### config.mk
export PLATFORM = sky130hd
export DESIGN_NAME = easter_holiday_check
export DESIGN_NICKNAME = d
export VERILOG_FILES = /design/src/hw/rtl/ehc_pkg.sv /design/src/hw/rtl/ehc_year_split.sv /design/src/hw/rtl/ehc_computus.sv /design/src/hw/rtl/ehc_holiday_match.sv /design/src/hw/rtl/easter_holiday_check.sv
export VERILOG_INCLUDE_DIRS = /design/src /design/src/hw/rtl
export SDC_FILE = /design/constraint.sdc
export NUM_CORES = 1
export LEC_CHECK = 0
export BUFFER_PORTS_ARGS = -buffer_cell sky130_fd_sc_hd__buf_2
export CORE_ASPECT_RATIO = 1.4
export CORE_MARGIN = 4
export CORE_UTILIZATION = 40
export CTS_CLUSTER_SIZE = 20
export DETAILED_ROUTE_END_ITERATION = 16
export SKIP_CTS_REPAIR_TIMING = 1
export SLEW_MARGIN = 20
export SYNTH_ARGS = -nofsm -noshare
export SYNTH_HDL_FRONTEND = slang
export SYNTH_SLANG_ARGS = --single-unit
### constraint.sdc
create_clock -name clock -period 6.75 [get_ports clock]
set_input_delay 0.675 -clock clock [delete_from_list [all_inputs] [get_ports clock]]
set_output_delay 0.675 -clock clock [all_outputs]
set_load 0.1 [all_outputs]
### src/hw/rtl/easter_holiday_check_assert.svh
// Assertion macros shared by the holiday check design.
`ifndef EASTER_HOLIDAY_CHECK_ASSERT_SVH
`define EASTER_HOLIDAY_CHECK_ASSERT_SVH
`ifndef SYNTHESIS
// Implication checked at every edge outside reset.
`define EHC_ASSERT_IMPLY(name, clk, rst, ante, cons) \
   name: assert property (@(posedge clk) disable iff (rst) (ante) |-> (cons)) \
      else $error("easter_holiday_check: implication check failed");
// Next-cycle implication, also live during reset.
`define EHC_ASSERT_NEXT(name, clk, ante, cons) \
   name: assert property (@(posedge clk) (ante) |=> (cons)) \
      else $error("easter_holiday_check: next-cycle check failed");
`else
`define EHC_ASSERT_IMPLY(name, clk, rst, ante, cons)
`define EHC_ASSERT_NEXT(name, clk, ante, cons)
`endif
`endif

### src/hw/rtl/ehc_pkg.sv
// Types, constants and date helpers for the holiday check pipeline.
`default_nettype none
package ehc_pkg;

   // Reciprocal multipliers for division by constants (exact over the used ranges)
   localparam logic [12:0] DIV100_MUL = 13'd5243;  // y/100 = (y*5243) >> 19, y < 4096
   localparam logic [11:0] DIV19_MUL  = 12'd3450;  // y/19  = (y*3450) >> 16, y < 4096
   localparam logic [13:0] DIV7_MUL   = 14'd9363;  // x/7   = (x*9363) >> 16, x < 4096
   localparam logic [5:0]  DIV25_MUL  = 6'd41;     // x/25  = (x*41) >> 10, x < 334
   localparam logic [10:0] DIV30_MUL  = 11'd1093;  // x/30  = (x*1093) >> 15, x < 372
   localparam logic [5:0]  DIV7_SMALL_MUL = 6'd37; // x/7   = (x*37) >> 8, x < 45

   // Month numbers
   localparam logic [2:0] MONTH_MAR = 3'd3;
   localparam logic [2:0] MONTH_APR = 3'd4;
   localparam logic [2:0] MONTH_MAY = 3'd5;
   localparam logic [2:0] MONTH_JUN = 3'd6;
   localparam logic [2:0] MONTH_JUL = 3'd7;

   // Fixed-date holidays
   localparam int FIXED_COUNT = 5;
   localparam logic [4:0] FIXED_DAY [FIXED_COUNT] = '{5'd1, 5'd1, 5'd3, 5'd25, 5'd26};
   localparam logic [3:0] FIXED_MONTH [FIXED_COUNT] = '{4'd1, 4'd5, 4'd10, 4'd12, 4'd12};

   // Easter-relative holidays, in days from Easter Sunday
   localparam int SHIFT_COUNT = 4;
   localparam logic signed [7:0] EASTER_SHIFT [SHIFT_COUNT] =
      '{-8'sd2, 8'sd1, 8'sd39, 8'sd50};

   typedef struct packed {
      logic [2:0] month;
      logic [4:0] day;
   } date_type;

   // Year-derived terms after the first two stages
   typedef struct packed {
      logic [4:0] day;
      logic [3:0] month;
      logic [4:0] a;
      logic [1:0] b;
      logic [2:0] c;
      logic [4:0] bigm;
      logic [5:0] u;
   } year_split_type;

   // Easter as days after March 1, with the date under test
   typedef struct packed {
      logic [4:0] day;
      logic [3:0] month;
      logic [5:0] easter;
   } easter_base_type;

   typedef struct packed {
      logic       holiday_flag;
      logic [2:0] easter_month;
      logic [4:0] easter_day;
   } result_type;

   // Days after March 1 to a calendar date, March to July
   function automatic date_type offset_to_date(input logic [6:0] off);
      date_type r;
      if (off < 7'd31) begin
         r.month = MONTH_MAR;
         r.day   = 5'(off + 7'd1);
      end else if (off < 7'd61) begin
         r.month = MONTH_APR;
         r.day   = 5'(off - 7'd30);
      end else if (off < 7'd92) begin
         r.month = MONTH_MAY;
         r.day   = 5'(off - 7'd60);
      end else if (off < 7'd122) begin
         r.month = MONTH_JUN;
         r.day   = 5'(off - 7'd91);
      end else begin
         r.month = MONTH_JUL;
         r.day   = 5'(off - 7'd121);
      end
      return r;
   endfunction

endpackage
`default_nettype wire

### src/hw/rtl/ehc_year_split.sv
// Stages 1-2: year divided down into the computus terms a, b, c, M and 6+s.
`default_nettype none
module ehc_year_split (
   input  wire logic                   clock,
   input  wire logic                   reset,
   input  wire logic                   in_valid,
   output logic                        in_ready,
   input  wire logic [4:0]             in_day,
   input  wire logic [3:0]             in_month,
   input  wire logic [11:0]            in_year,
   output logic                        out_valid,
   input  wire logic                   out_ready,
   output ehc_pkg::year_split_type     out_data
);

   logic        s1_ready;
   logic        s2_ready;
   logic        s1_vld_ff;
   logic        s2_vld_ff;

   // Stage 1: reciprocal products for year/100, year/19 and year/7
   logic [24:0] k_prod;
   logic [23:0] q19_prod;
   logic [25:0] q7_prod;
   logic [5:0]  s1_k_in;
   logic [7:0]  s1_q19_in;
   logic [9:0]  s1_q7_in;
   logic [5:0]  s1_k_ff;
   logic [7:0]  s1_q19_ff;
   logic [9:0]  s1_q7_ff;
   logic [11:0] s1_year_ff;
   logic [4:0]  s1_day_ff;
   logic [3:0]  s1_month_ff;

   // Stage 2 terms
   logic [11:0] a_rem;
   logic [11:0] c_rem;
   logic [8:0]  m_x;
   logic [14:0] m_prod;
   logic [4:0]  mq;
   logic [3:0]  q4;
   logic [5:0]  t_sum;
   ehc_pkg::year_split_type s2_data_in;
   ehc_pkg::year_split_type s2_data_ff;

   // Ready chain: a stage takes an item when empty or when it is passing one on
   assign s2_ready = !s2_vld_ff || out_ready;
   assign s1_ready = !s1_vld_ff || s2_ready;
   assign in_ready = s1_ready;

   assign k_prod    = 25'(in_year) * 25'(ehc_pkg::DIV100_MUL);
   assign q19_prod  = 24'(in_year) * 24'(ehc_pkg::DIV19_MUL);
   assign q7_prod   = 26'(in_year) * 26'(ehc_pkg::DIV7_MUL);
   assign s1_k_in   = k_prod[24:19];
   assign s1_q19_in = q19_prod[23:16];
   assign s1_q7_in  = q7_prod[25:16];

   always_ff @(posedge clock) begin
      if (reset) begin
         s1_vld_ff <= 1'b0;
      end else if (s1_ready) begin
         s1_vld_ff <= in_valid;
      end
   end

   always_ff @(posedge clock) begin
      if (s1_ready && in_valid) begin
         s1_k_ff     <= s1_k_in;
         s1_q19_ff   <= s1_q19_in;
         s1_q7_ff    <= s1_q7_in;
         s1_year_ff  <= in_year;
         s1_day_ff   <= in_day;
         s1_month_ff <= in_month;
      end
   end

   // Stage 2: remainders, then M and 6+s from the century k alone
   always_comb begin
      a_rem  = s1_year_ff - 12'(12'(s1_q19_ff) * 12'd19);
      c_rem  = s1_year_ff - 12'(12'(s1_q7_ff) * 12'd7);
      m_x    = {s1_k_ff, 3'b000} + 9'd13;
      m_prod = 15'(m_x) * 15'(ehc_pkg::DIV25_MUL);
      mq     = m_prod[14:10];
      q4     = s1_k_ff[5:2];
      // 15 + s - m with the two offsets of -2 cancelled
      t_sum  = 6'd15 + s1_k_ff - 6'(q4) - 6'(mq);

      s2_data_in.day   = s1_day_ff;
      s2_data_in.month = s1_month_ff;
      s2_data_in.a     = a_rem[4:0];
      s2_data_in.b     = s1_year_ff[1:0];
      s2_data_in.c     = c_rem[2:0];
      s2_data_in.bigm  = (t_sum >= 6'd30) ? 5'(t_sum - 6'd30) : t_sum[4:0];
      s2_data_in.u     = 6'd4 + s1_k_ff - 6'(q4);
   end

   always_ff @(posedge clock) begin
      if (reset) begin
         s2_vld_ff <= 1'b0;
      end else if (s2_ready) begin
         s2_vld_ff <= s1_vld_ff;
      end
   end

   always_ff @(posedge clock) begin
      if (s2_ready && s1_vld_ff) begin
         s2_data_ff <= s2_data_in;
      end
   end

   assign out_valid = s2_vld_ff;
   assign out_data  = s2_data_ff;

endmodule
`default_nettype wire

### src/hw/rtl/ehc_computus.sv
// Stages 3-5: d, the D correction, e and Easter as days after March 1.
`default_nettype none
module ehc_computus (
   input  wire logic                    clock,
   input  wire logic                    reset,
   input  wire logic                    in_valid,
   output logic                         in_ready,
   input  wire ehc_pkg::year_split_type in_data,
   output logic                         out_valid,
   input  wire logic                    out_ready,
   output ehc_pkg::easter_base_type     out_data
);

   logic        s3_ready;
   logic        s4_ready;
   logic        s5_ready;
   logic        s3_vld_ff;
   logic        s4_vld_ff;
   logic        s5_vld_ff;

   // Stage 3 signals
   logic [8:0]  s3_x_in;
   logic [19:0] dq_prod;
   logic [11:0] nq_prod;
   logic [3:0]  nq;
   logic [5:0]  bign_full;
   logic [8:0]  s3_x_ff;
   logic [4:0]  s3_dq_ff;
   logic [2:0]  s3_bign_ff;
   logic [4:0]  s3_a_ff;
   logic [1:0]  s3_b_ff;
   logic [2:0]  s3_c_ff;
   logic [4:0]  s3_day_ff;
   logic [3:0]  s3_month_ff;

   // Stage 4 signals
   logic [8:0]  d_full;
   logic [4:0]  d_val;
   logic [4:0]  s4_bd_in;
   logic [7:0]  s4_w_in;
   logic [4:0]  s4_bd_ff;
   logic [7:0]  s4_w_ff;
   logic [4:0]  s4_day_ff;
   logic [3:0]  s4_month_ff;

   // Stage 5 signals
   logic [21:0] eq_prod;
   logic [5:0]  eq;
   logic [7:0]  e_full;
   ehc_pkg::easter_base_type s5_data_in;
   ehc_pkg::easter_base_type s5_data_ff;

   assign s5_ready = !s5_vld_ff || out_ready;
   assign s4_ready = !s4_vld_ff || s5_ready;
   assign s3_ready = !s3_vld_ff || s4_ready;
   assign in_ready = s3_ready;

   // Stage 3: M + 19a with its quotient by 30, and N = (6+s) mod 7
   always_comb begin
      s3_x_in   = 9'(in_data.bigm) + 9'(9'(in_data.a) * 9'd19);
      dq_prod   = 20'(s3_x_in) * 20'(ehc_pkg::DIV30_MUL);
      nq_prod   = 12'(in_data.u) * 12'(ehc_pkg::DIV7_SMALL_MUL);
      nq        = nq_prod[11:8];
      bign_full = in_data.u - 6'(6'(nq) * 6'd7);
   end

   always_ff @(posedge clock) begin
      if (reset) begin
         s3_vld_ff <= 1'b0;
      end else if (s3_ready) begin
         s3_vld_ff <= in_valid;
      end
   end

   always_ff @(posedge clock) begin
      if (s3_ready && in_valid) begin
         s3_x_ff     <= s3_x_in;
         s3_dq_ff    <= dq_prod[19:15];
         s3_bign_ff  <= bign_full[2:0];
         s3_a_ff     <= in_data.a;
         s3_b_ff     <= in_data.b;
         s3_c_ff     <= in_data.c;
         s3_day_ff   <= in_data.day;
         s3_month_ff <= in_data.month;
      end
   end

   // Stage 4: d, the late-April corrections, and the weekday sum for e
   always_comb begin
      d_full = s3_x_ff - 9'(9'(s3_dq_ff) * 9'd30);
      d_val  = d_full[4:0];
      if (d_val == 5'd29) begin
         s4_bd_in = 5'd28;
      end else if (d_val == 5'd28 && s3_a_ff >= 5'd11) begin
         s4_bd_in = 5'd27;
      end else begin
         s4_bd_in = d_val;
      end
      s4_w_in = 8'({s3_b_ff, 1'b0}) + 8'({s3_c_ff, 2'b00})
              + 8'(8'(s4_bd_in) * 8'd6) + 8'(s3_bign_ff);
   end

   always_ff @(posedge clock) begin
      if (reset) begin
         s4_vld_ff <= 1'b0;
      end else if (s4_ready) begin
         s4_vld_ff <= s3_vld_ff;
      end
   end

   always_ff @(posedge clock) begin
      if (s4_ready && s3_vld_ff) begin
         s4_bd_ff    <= s4_bd_in;
         s4_w_ff     <= s4_w_in;
         s4_day_ff   <= s3_day_ff;
         s4_month_ff <= s3_month_ff;
      end
   end

   // Stage 5: e = sum mod 7, Easter = 21 + D + e days after March 1
   always_comb begin
      eq_prod = 22'(s4_w_ff) * 22'(ehc_pkg::DIV7_MUL);
      eq      = eq_prod[21:16];
      e_full  = s4_w_ff - 8'(8'(eq) * 8'd7);
      s5_data_in.day    = s4_day_ff;
      s5_data_in.month  = s4_month_ff;
      s5_data_in.easter = 6'd21 + 6'(s4_bd_ff) + 6'(e_full[2:0]);
   end

   always_ff @(posedge clock) begin
      if (reset) begin
         s5_vld_ff <= 1'b0;
      end else if (s5_ready) begin
         s5_vld_ff <= s4_vld_ff;
      end
   end

   always_ff @(posedge clock) begin
      if (s5_ready && s4_vld_ff) begin
         s5_data_ff <= s5_data_in;
      end
   end

   assign out_valid = s5_vld_ff;
   assign out_data  = s5_data_ff;

endmodule
`default_nettype wire

### src/hw/rtl/ehc_holiday_match.sv
// Stage 6: Easter date, holiday dates and the match, into the output register.
`default_nettype none
module ehc_holiday_match (
   input  wire logic                     clock,
   input  wire logic                     reset,
   input  wire logic                     in_valid,
   output logic                          in_ready,
   input  wire ehc_pkg::easter_base_type in_data,
   output logic                          out_valid,
   input  wire logic                     out_ready,
   output ehc_pkg::result_type           out_data
);

   logic                     out_vld_ff;
   ehc_pkg::result_type      out_data_in;
   ehc_pkg::result_type      out_data_ff;
   ehc_pkg::date_type        easter_date;
   logic signed [7:0]        shift_sum [ehc_pkg::SHIFT_COUNT];
   ehc_pkg::date_type        shift_date [ehc_pkg::SHIFT_COUNT];
   logic                     hit;

   assign in_ready = !out_vld_ff || out_ready;

   // Compare the item's date with the fixed and the Easter-relative holidays
   always_comb begin
      easter_date = ehc_pkg::offset_to_date({1'b0, in_data.easter});
      hit = 1'b0;
      for (int i = 0; i < ehc_pkg::FIXED_COUNT; i++) begin
         if (in_data.day == ehc_pkg::FIXED_DAY[i] && in_data.month == ehc_pkg::FIXED_MONTH[i]) begin
            hit = 1'b1;
         end
      end
      for (int j = 0; j < ehc_pkg::SHIFT_COUNT; j++) begin
         shift_sum[j]  = $signed({2'b00, in_data.easter}) + ehc_pkg::EASTER_SHIFT[j];
         shift_date[j] = ehc_pkg::offset_to_date(shift_sum[j][6:0]);
         if (in_data.day == shift_date[j].day && in_data.month == {1'b0, shift_date[j].month}) begin
            hit = 1'b1;
         end
      end
      out_data_in.holiday_flag = hit;
      out_data_in.easter_month = easter_date.month;
      out_data_in.easter_day   = easter_date.day;
   end

   always_ff @(posedge clock) begin
      if (reset) begin
         out_vld_ff <= 1'b0;
      end else if (in_ready) begin
         out_vld_ff <= in_valid;
      end
   end

   always_ff @(posedge clock) begin
      if (in_ready && in_valid) begin
         out_data_ff <= out_data_in;
      end
   end

   assign out_valid = out_vld_ff;
   assign out_data  = out_data_ff;

endmodule
`default_nettype wire

### src/hw/rtl/easter_holiday_check.sv
// Top level of the holiday check: Gauss Easter computus and holiday match, six stages.
// Path: an accepted item passes through six registers, those of stages 1 to 5 and the output register.
// Throughput: one item per cycle while rsp_ready is high; each stage has its own valid bit and moves when free.
// Stall: a full stage holds its item while the one after it is stalled; nothing is dropped.
// Reset: synchronous, clears the valid bits only; no other state is kept between items.
`default_nettype none
`include "easter_holiday_check_assert.svh"
module easter_holiday_check (
   input  wire logic        clock,
   input  wire logic        reset,
   input  wire logic        req_valid,
   output logic             req_ready,
   input  wire logic [4:0]  req_day_of_month,
   input  wire logic [3:0]  req_month_number,
   input  wire logic [11:0] req_year_number,
   output logic             rsp_valid,
   input  wire logic        rsp_ready,
   output logic             rsp_holiday_flag,
   output logic [2:0]       rsp_easter_month,
   output logic [4:0]       rsp_easter_day
);

   logic                     split_valid;
   logic                     split_ready;
   ehc_pkg::year_split_type  split_data;
   logic                     base_valid;
   logic                     base_ready;
   ehc_pkg::easter_base_type base_data;
   ehc_pkg::result_type      result;

   ehc_year_split u_year_split (
      .clock     (clock),
      .reset     (reset),
      .in_valid  (req_valid),
      .in_ready  (req_ready),
      .in_day    (req_day_of_month),
      .in_month  (req_month_number),
      .in_year   (req_year_number),
      .out_valid (split_valid),
      .out_ready (split_ready),
      .out_data  (split_data)
   );

   ehc_computus u_computus (
      .clock     (clock),
      .reset     (reset),
      .in_valid  (split_valid),
      .in_ready  (split_ready),
      .in_data   (split_data),
      .out_valid (base_valid),
      .out_ready (base_ready),
      .out_data  (base_data)
   );

   ehc_holiday_match u_holiday_match (
      .clock     (clock),
      .reset     (reset),
      .in_valid  (base_valid),
      .in_ready  (base_ready),
      .in_data   (base_data),
      .out_valid (rsp_valid),
      .out_ready (rsp_ready),
      .out_data  (result)
   );

   assign rsp_holiday_flag = result.holiday_flag;
   assign rsp_easter_month = result.easter_month;
   assign rsp_easter_day   = result.easter_day;

   // Easter always lands between March 22 and April 25
   `EHC_ASSERT_IMPLY(a_easter_window, clock, reset, rsp_valid, (rsp_easter_month == ehc_pkg::MONTH_MAR && rsp_easter_day >= 5'd22) || (rsp_easter_month == ehc_pkg::MONTH_APR && rsp_easter_day >= 5'd1 && rsp_easter_day <= 5'd25))
   // With the output side taking items the whole pipeline must take a new one
   `EHC_ASSERT_IMPLY(a_no_bubble_stall, clock, reset, rsp_ready, req_ready)
   // Reset empties the output register
   `EHC_ASSERT_NEXT(a_reset_clears, clock, reset, !rsp_valid)

endmodule
`default_nettype wire

# Yosys cells after proc, flatten, opt, wreduce, memory -nomap -nowiden
# Cells that the tools add are included.
dict set report word_totals {
  regBits 152
  out_inout_bits 11
  in_bits 25
  elab_cells 191
}
dict set report op_classes {
  order_cmp 22
  mul 14
  n_mux 24
  eq_ne 18
  n_reduce_logical 29
  addsub 47
}
# op n
set op_table {}
lappend op_table {{$mux 8} 14}
lappend op_table {{$sub 5x5->5 const B} 21}
lappend op_table {{$lt 7x7->1 const B} 8}
lappend op_table {{$mux 6} 5}
lappend op_table {{$lt 7x5->1 const B} 4}
lappend op_table {{$lt 7x6->1 const B} 4}
lappend op_table {{$mul 12x14->26 const B} 1}
lappend op_table {{$add 5x1->5 const B} 5}
lappend op_table {{$mul 12x13->25 const B} 1}
lappend op_table {{$mul 12x11->23 const B} 1}
lappend op_table {{$mul 8x14->22 const B} 1}
lappend op_table {{$eq 5x5->1} 4}
lappend op_table {{$eq 5x5->1 const B} 4}
lappend op_table {{$mul 9x11->20 const B} 1}
lappend op_table {{$mux 5} 4}
lappend op_table {{$eq 4x3->1} 4}
lappend op_table {{$logic_and 1x1->1} 16}
lappend op_table {{$mul 9x6->15 const B} 1}
lappend op_table {{$add 6x6->7 const B} 2}
lappend op_table {{$lt 6x7->1 const B} 2}
lappend op_table {{$mul 6x6->12 const B} 1}
lappend op_table {{$sub 6x4->6} 2}
lappend op_table {{$mul 10x3->3 const B} 1}
lappend op_table {{$sub 5x5->5} 2}
lappend op_table {{32 further kinds} 45}

# Depth between registers and ports, before layout
# Gate-level depths: netlist of run 1.
dict set report logic_depth {
  word_depth 9
  depth_mapped 28
  mapped_depth_nobuf 27
}

# By module
# Synthesis of run 1 repeated with hierarchy kept, for this count alone.
dict set report hier_totals {
  cells_unflattened 1787
  hier_area_um2 18519.0
}
# module area_per_inst_um2 cells_per_inst seq_area_each_um2 instances
set modules_own_cells {}
lappend modules_own_cells {ehc_year_split 9636.7 891 1781.7 1}
lappend modules_own_cells {ehc_computus 5926.9 497 2102.0 1}
lappend modules_own_cells {ehc_holiday_match 2955.3 399 290.3 1}

# Worst setup path before layout of run 1
# OpenSTA, ideal clock, no wires.
dict set report synth_timing {
  kind {reg2reg}
  from {register u_computus.s4_w_ff[6]}
  to {register u_computus.s5_data_ff (netlist bit u_computus.out_data[5]), data pin}
  path_slack_ps 752
  period_less_slack_ps 5998
  t_arrival_ps 5739
  n_path_buf 1
  stages_incl_launch_ff 26
  required_time_ps 6491
  setup_ps 259
  cell_sequence {edfxtp_1 inv_1 ha_1 fa_1 inv_1 fa_1 ha_1 ha_1 a21o_1 a31oi_1 o31ai_1 a221o_1 clkbuf_1 xor2_1 ha_1 fa_1 xnor2_1 xnor2_1 xnor2_1 and3_1 a211oi_1 nand3_1 ha_1 inv_1 fa_1 a211o_1}
}
# item line_no
set synth_lines {}
lappend synth_lines {{start, declared} ehc_computus.sv:42} ;# logic [7:0] s4_w_ff;
lappend synth_lines {{start signal, assigned} ehc_computus.sv:114} ;# s4_w_ff <= s4_w_in;
lappend synth_lines {{end signal, assigned} ehc_computus.sv:140} ;# s5_data_ff <= s5_data_in;
lappend synth_lines {{end, declared} ehc_computus.sv:51} ;# ehc_pkg::easter_base_type s5_data_ff;

==> qor.txt, run 1 <==
Sum Neg Setup Slack - 0 ps
vias in the first global route - 13300
worst path required time - 6930 ps
slew margin rel. - 31.4%
status - finished, final reports clean
Tcrit/Tclk final - 94.5%
Antenna Nets Post-Route - 0
Yosys cell types - 83
CTS tree - built
Initial Utilization - 40.5%
vias per std cell - 5.13
CTS clk-pin slew, worst paths - 70 ps
GR Util All Layers - 16.1%
share of layout cells above drive strength 1 - 6.43%
initial DRC count - 528
Final Util - 44.0%
Area contributors post-synth - ha_1 27%, edfxtp_1 22%, fa_1 17%
Fillers - 4385
dominant cell type by count on the critical path - ha_1
dpl hpwl - 32200 µm
Yosys reg bits - 141
TritonCTS Buffers - 17
Slew Viols, Final - 0
RSZ-0062 raised after global routing - no
clk_skew - 10.6 ps
port buffer count - 35
area grow syn2layout - 8.63%
minimum clock period - 6380 ps
sequential fraction of the synthesis area - 22.8%
total of max-cap violations - 0
Synth top cells by count - 399 x ha_1, 365 x inv_1, 157 x fa_1
Setup Crit Path Kind - reg -> reg
first-pass GRT wire length - 64500 µm
CP arrival - 6560 ps
Yosys top cell area share - 27.3%
core area - 45100 µm²
die height - 261 µm
Post-synth EDFFs - 135
FMAX - 157 MHz
CTS root buf - clkbuf_16
Async S/R FF share, synth - 0%
H-tree levels - 4
initial antenna violation count - 0
# IOs - 36
DR pass1 iterations - 5
CP max stage delay - 510 ps
FP Rows - 92
ys flop type - edfxtp_1
Crit Path Max Fanout - 6
Avg Cell Area, Syn - 10.4 µm²
post-synth top area cell - ha_1
CTS sink cnt - 141
insertion delay to the later sink of the worst-skew pair - 430 ps
most common cell in the netlist - ha_1
wire per inst - 16.0 µm
post-synthesis cell area - 18300 µm²
worst hold path type - reg -> reg
CP Launch Type - register
GPL Wtd Cong - 0.902
Worst setup EP type - register
Syn Inst Count - 1755
Antenna diodes - 0
Die Width - 189 µm
pin count of the biggest net entering global routing - 32
Hold Fails Final Rpt - 0
GRT overflow - 0
CP cell instances - inv_1 -> ha_1 -> fa_1 -> inv_1 -> fa_1 -> ha_1 -> ha_1 -> a21o_1 -> a31oi_1 -> o31ai_1 -> a221o_1 -> xor2_1 -> ha_1 -> fa_1 -> xnor2_1 -> xnor2_1 -> xnor2_1 -> and3_1 -> a211oi_1 -> nand3_1 -> ha_1 -> inv_1 -> fa_1 -> a211o_1
die area - 49200 µm²
Crit path buffers/inverters - 3
Total Wirelength - 38600 µm
CTS max path bufs - 2
setup violators final - 0
synthesis warning total - 0
routed via count - 12400
nets@finish - 2373
Critical Path Slowest Stage Cell - fa_1
Worst Max-Slew Pin Slew - 1010 ps
# DRC - 0
crit-path leading delay family - adder cells
## through the flow
stage | hold WS (ps) | instances | setup slack [ps] | area (µm²)
2_1_floorplan | 400 | 1756 | 752 | 18300
3_3_place_gp | 402 | 2384 | 533 | 19200
3_5_place_dp | 405 | 2384 | 359 | 19200
4_1_cts | 400 | 2416 | 356 | 19900
5_1_grt | 394 | 2416 | 30.8 | 19900
6_report | 416 | 2416 | 371 | 19900
## registers in the layout (all words and copies together) (netlist names), 2 cells and up
register / count
u_year_split.s1_month_ff: 4
u_computus.s3_bign_ff: 3
u_year_split.s1_k_ff: 6
u_computus.s4_bd_ff: 5
u_year_split.s1_q19_ff: 5
u_computus.s3_b_ff: 2
u_computus.s4_month_ff: 4
u_computus.s3_month_ff: 4
u_computus.s3_a_ff: 5
u_computus.s3_c_ff: 3
u_computus.s4_day_ff: 5
u_computus.s3_day_ff: 5
u_computus.s3_x_ff: 5
u_computus.out_data: 15
u_holiday_match.out_data: 9
u_year_split.s1_q7_ff: 3
u_year_split.s1_day_ff: 5
u_computus.s3_dq_ff: 4
u_computus.s4_w_ff: 8
u_year_split.out_data: 30
u_year_split.s1_year_ff: 5
## path summary, 6_finish.rpt
kind	from	end	slack [ps]	depth (start not counted)
hold reg to reg	u_year_split.s1_month_ff[0]$_DFFE_PP_	u_year_split.out_data[21]$_DFFE_PP_	420	0
hold / removal	u_year_split.s1_month_ff[0]$_DFFE_PP_	u_year_split.out_data[21]$_DFFE_PP_	420	0
setup / recovery	u_computus.s4_w_ff[6]$_DFFE_PP_	u_computus.out_data[5]$_DFFE_PP_	370	24
setup reg to reg	u_computus.s4_w_ff[6]$_DFFE_PP_	u_computus.out_data[5]$_DFFE_PP_	370	24
## cell usage in the layout, fill, tap and decap left out, types with 18 or more instances in the layout
cell type    n
ha_1       399
inv_1      365
nand2_1     41
nor3_1      21
buf_2       35
edfxtp_1   135
o21ai_0     30
a21oi_1     71
xor2_1      27
a21o_1      32
and3_1      18
xnor2_1    105
a211oi_1    18
nand3_1     21
fa_1       157
nor2_1      57
## cell type report
| cell class | count | area [µm²] | share of cell area (%) |
|---|---|---|---|
| Sequential cell | 141 | 4170 | 21.0 |
| Inverter | 368 | 1380 | 6.95 |
| Tap cell | 611 | 764 | 3.85 |
| Clock buffer | 17 | 425 | 2.14 |
| Timing Repair Buffer | 49 | 280 | 1.41 |
| Multi-Input combinational cell | 1215 | 12600 | 63.6 |
| Clock inverter | 15 | 204 | 1.03 |
## kinds of logic (layout without fill, tap and decap cells)
kind of cell | after synthesis | after routing | synth area share, %
mux | 12 | 12 | 0.684
compound gates | 274 | 274 | 10.4
buf+inv | 400 | 449 | 8.28
simple gates | 237 | 237 | 6.72
xor+xnor | 134 | 134 | 6.53
fa+ha+maj | 556 | 556 | 44.5
other cells | 1 | 2 | 0.0205
flops | 141 | 141 | 22.8
## worst register-to-register path, stage by stage (launching register included)
cell and delay (ps):
edfxtp_1 410, inv_1 60, ha_1 310, fa_1 510
inv_1 60, fa_1 390, ha_1 290, ha_1 310
a21o_1 160, a31oi_1 160, o31ai_1 100, a221o_1 420
xor2_1 190, ha_1 220, fa_1 410, xnor2_1 180
xnor2_1 160, xnor2_1 180, and3_1 220, a211oi_1 210
nand3_1 110, ha_1 270, inv_1 60, fa_1 460
a211o_1 270
## per-layer routing
layer	global-route usage [%]	vias up	wire length, µm	share of wire (%)
met2	30.5	205	20600	54
met1	18.3	6055	15600	40
met5	0	-	0	0
li1	-	6065	-	-
met4	6.28	0	1380	3.6
met3	2.31	81	1000	2.6
Power of run 1 is left out: the tool's default activity adds up to more than one toggle a clock period on the data nets, which glitch-free logic cannot reach.
==> run 2, diff against run 1 <==
- CORE_UTILIZATION: 40 -> 55
- PLACE_DENSITY: default -> 0.71
==> run 2 against run 1 <==
Die area shrank 26%. Count of clock-buffer cells in the layout rose by 1. Non-clock buffer count unchanged. Setup slack improved by 35 ps. Design area is 1.4% lower. Register-to-register slack improved by 40 ps. Largest cell class unchanged. Highest routed layer unchanged.
==> qor.txt, run 2 (same netlist as run 1, synthesis figures left out) <==
FMAX - 158 MHz (was 157 MHz)
Setup Crit Path Kind - reg -> reg (unchanged)
vias per std cell - 5.58 (was 5.13)
pin count of the biggest net entering global routing - 32 (unchanged)
CTS clk-pin slew, worst paths - 60 ps (was 70 ps)
clk_skew - 12.1 ps (was 10.6 ps)
reg2reg setup slack - 410 ps (was 370 ps)
H-tree levels - 4 (unchanged)
Initial Utilization - 56.1% (was 40.5%)
Crit Path Max Fanout - 6 (unchanged)
Hold Crit Depth - 0 (unchanged)
total of max-cap violations - 0 (unchanged)
Worst Max-Slew Pin Slew - 1040 ps (was 1010 ps)
status - finished, final reports clean (unchanged)
Antenna Nets Post-Route - 0 (unchanged)
DR pass1 iterations - 5 (unchanged)
Final Util - 60.1% (was 44.0%)
Die Width - 162 µm (was 189 µm)
Total Wirelength - 38000 µm (was 38600 µm)
FP Rows - 78 (was 92)
Tcrit/Tclk final - 94.0% (was 94.5%)
CTS sink cnt - 141 (unchanged)
worst path required time - 6920 ps (was 6930 ps)
first-pass GRT wire length - 64200 µm (was 64500 µm)
GR Util All Layers - 21.8% (was 16.1%)
max FFs per register - 30 (unchanged)
CTS tree - built (unchanged)
most frequent cells in the layout - 399 x ha_1, 365 x inv_1, 157 x fa_1 (unchanged)
Critical R2R Launch - u_computus.s4_w_ff[6]$_DFFE_PP_ (unchanged)
Reg2Reg Depth - 26 (was 24)
Worst setup EP type - register (unchanged)
core area - 32600 µm² (was 45100 µm²)
RSZ-0062 raised after global routing - no (unchanged)
Antenna diodes - 0 (unchanged)
die area - 36300 µm² (was 49200 µm²)
slew margin rel. - 30.7% (was 31.4%)
# DRC - 0 (unchanged)
minimum clock period - 6340 ps (was 6380 ps)
CTS root buf - clkbuf_16 (unchanged)
Hold Path End - u_computus.out_data[8]$_DFFE_PP_ (was u_year_split.out_data[21]$_DFFE_PP_)
CP Launch Type - register (unchanged)
worst hold path type - reg -> reg (unchanged)
port buffer count - 35 (unchanged)
Slew Viols, Final - 0 (unchanged)
Hold Fails Final Rpt - 0 (unchanged)
CTS max path bufs - 2 (unchanged)
# IOs - 36 (unchanged)
hold wc startpoint - u_computus.s4_month_ff[2]$_DFFE_PP_ (was u_year_split.s1_month_ff[0]$_DFFE_PP_)
setup violators final - 0 (unchanged)
GPL Wtd Cong - 0.900 (was 0.902)
wire per inst - 16.9 µm (was 16.0 µm)
insertion delay to the later sink of the worst-skew pair - 430 ps (about the same)
vias in the first global route - 13500 (was 13300)
CP arrival - 6510 ps (was 6560 ps)
initial DRC count - 586 (was 528)
R2R Path End - u_computus.out_data[4]$_DFFE_PP_ (was u_computus.out_data[5]$_DFFE_PP_)
nets@finish - 2373 (unchanged)
area grow syn2layout - 7.10% (was 8.63%)
dpl hpwl - 31300 µm (was 32200 µm)
Fillers - 2774 (was 4385)
TritonCTS Buffers - 17 (unchanged)
share of layout cells above drive strength 1 - 6.26% (was 6.43%)
die height - 224 µm (was 261 µm)
routed via count - 12500 (was 12400)
GRT overflow - 0 (unchanged)
initial antenna violation count - 0 (unchanged)
hold slack - 417 ps (was 416 ps)
Sum Neg Setup Slack - 0 ps (unchanged)
most common cell after layout, fill and taps aside - ha_1 (unchanged)
[run 2: cell count changes in the layout (fill, tap and decap cells not counted), sizes merged]
| cell | delta |
|---|---|
| clkbuf | +1 |
| bufinv | -1 |
| clkinv | +7 |
| inv | -7 |
[run 2: worst max path at each step]
| stage | startpoint | to | slack [ps] | cells past startpoint |
|---|---|---|---|---|
| 2_1_floorplan | u_computus.s4_w_ff[6]$_DFFE_PP_ | u_computus.out_data[5]$_DFFE_PP_ | 750 | 25 |
| 6_report | u_computus.s4_w_ff[6]$_DFFE_PP_ | u_computus.out_data[4]$_DFFE_PP_ | 410 | 26 |
| 5_1_grt | u_computus.s4_w_ff[6]$_DFFE_PP_ | u_computus.out_data[4]$_DFFE_PP_ | 70 | 26 |
| 3_3_place_gp | u_computus.s4_w_ff[5]$_DFFE_PP_ | u_computus.out_data[5]$_DFFE_PP_ | 560 | 25 |
| 3_5_place_dp | u_computus.s4_w_ff[6]$_DFFE_PP_ | u_computus.out_data[5]$_DFFE_PP_ | 420 | 24 |
| 4_1_cts | u_computus.s4_w_ff[6]$_DFFE_PP_ | u_computus.out_data[5]$_DFFE_PP_ | 410 | 24 |
[run 2: layer usage]
layer / up-vias / GRT usage, % / routed length, µm
met1: 6131 / 25.3 / 15100
met2: 253 / 41.0 / 20600
met3: 84 / 2.52 / 1160
li1: 6055 / - / -
met4: 0 / 7.81 / 1160
met5: - / 0 / 0
[run 2: worst max-delay path: stages, from the launching register on]
cell and delay [ps]:
edfxtp_1 410, inv_1 70, ha_1 310, fa_1 510, inv_1 60, fa_1 400, ha_1 290, ha_1 310
a21o_1 150, a31oi_1 150, o31ai_1 90, a221o_1 420, xor2_1 190, ha_1 220, fa_1 400, xnor2_1 180
xnor2_1 160, xnor2_1 160, and3_1 210, a211oi_1 230, nand3_1 110, ha_1 280, inv_1 60, ha_1 290
a21o_1 160, a21oi_1 180, xor2_1 90
[run 2: final cells by class]
class	count	area [µm²]	area share, %
Multi-Input combinational cell	1215	12600	64.5
Inverter	368	1380	7.05
Sequential cell	141	4170	21.3
Clock inverter	14	134	0.684
Clock buffer	18	429	2.19
Tap cell	440	551	2.81
Timing Repair Buffer	49	280	1.43
[run 2: per-stage QoR]
stage / cell area, µm² / setup WS [ps] / std cells
after global placement: 19000 / 563 / 2213
after CTS: 19600 / 409 / 2245
after floorplan: 18300 / 752 / 1756
final: 19600 / 407 / 2245
after global routing: 19600 / 68.8 / 2245
after detailed placement: 19000 / 422 / 2213
Power of run 2 is left out for the same reason.
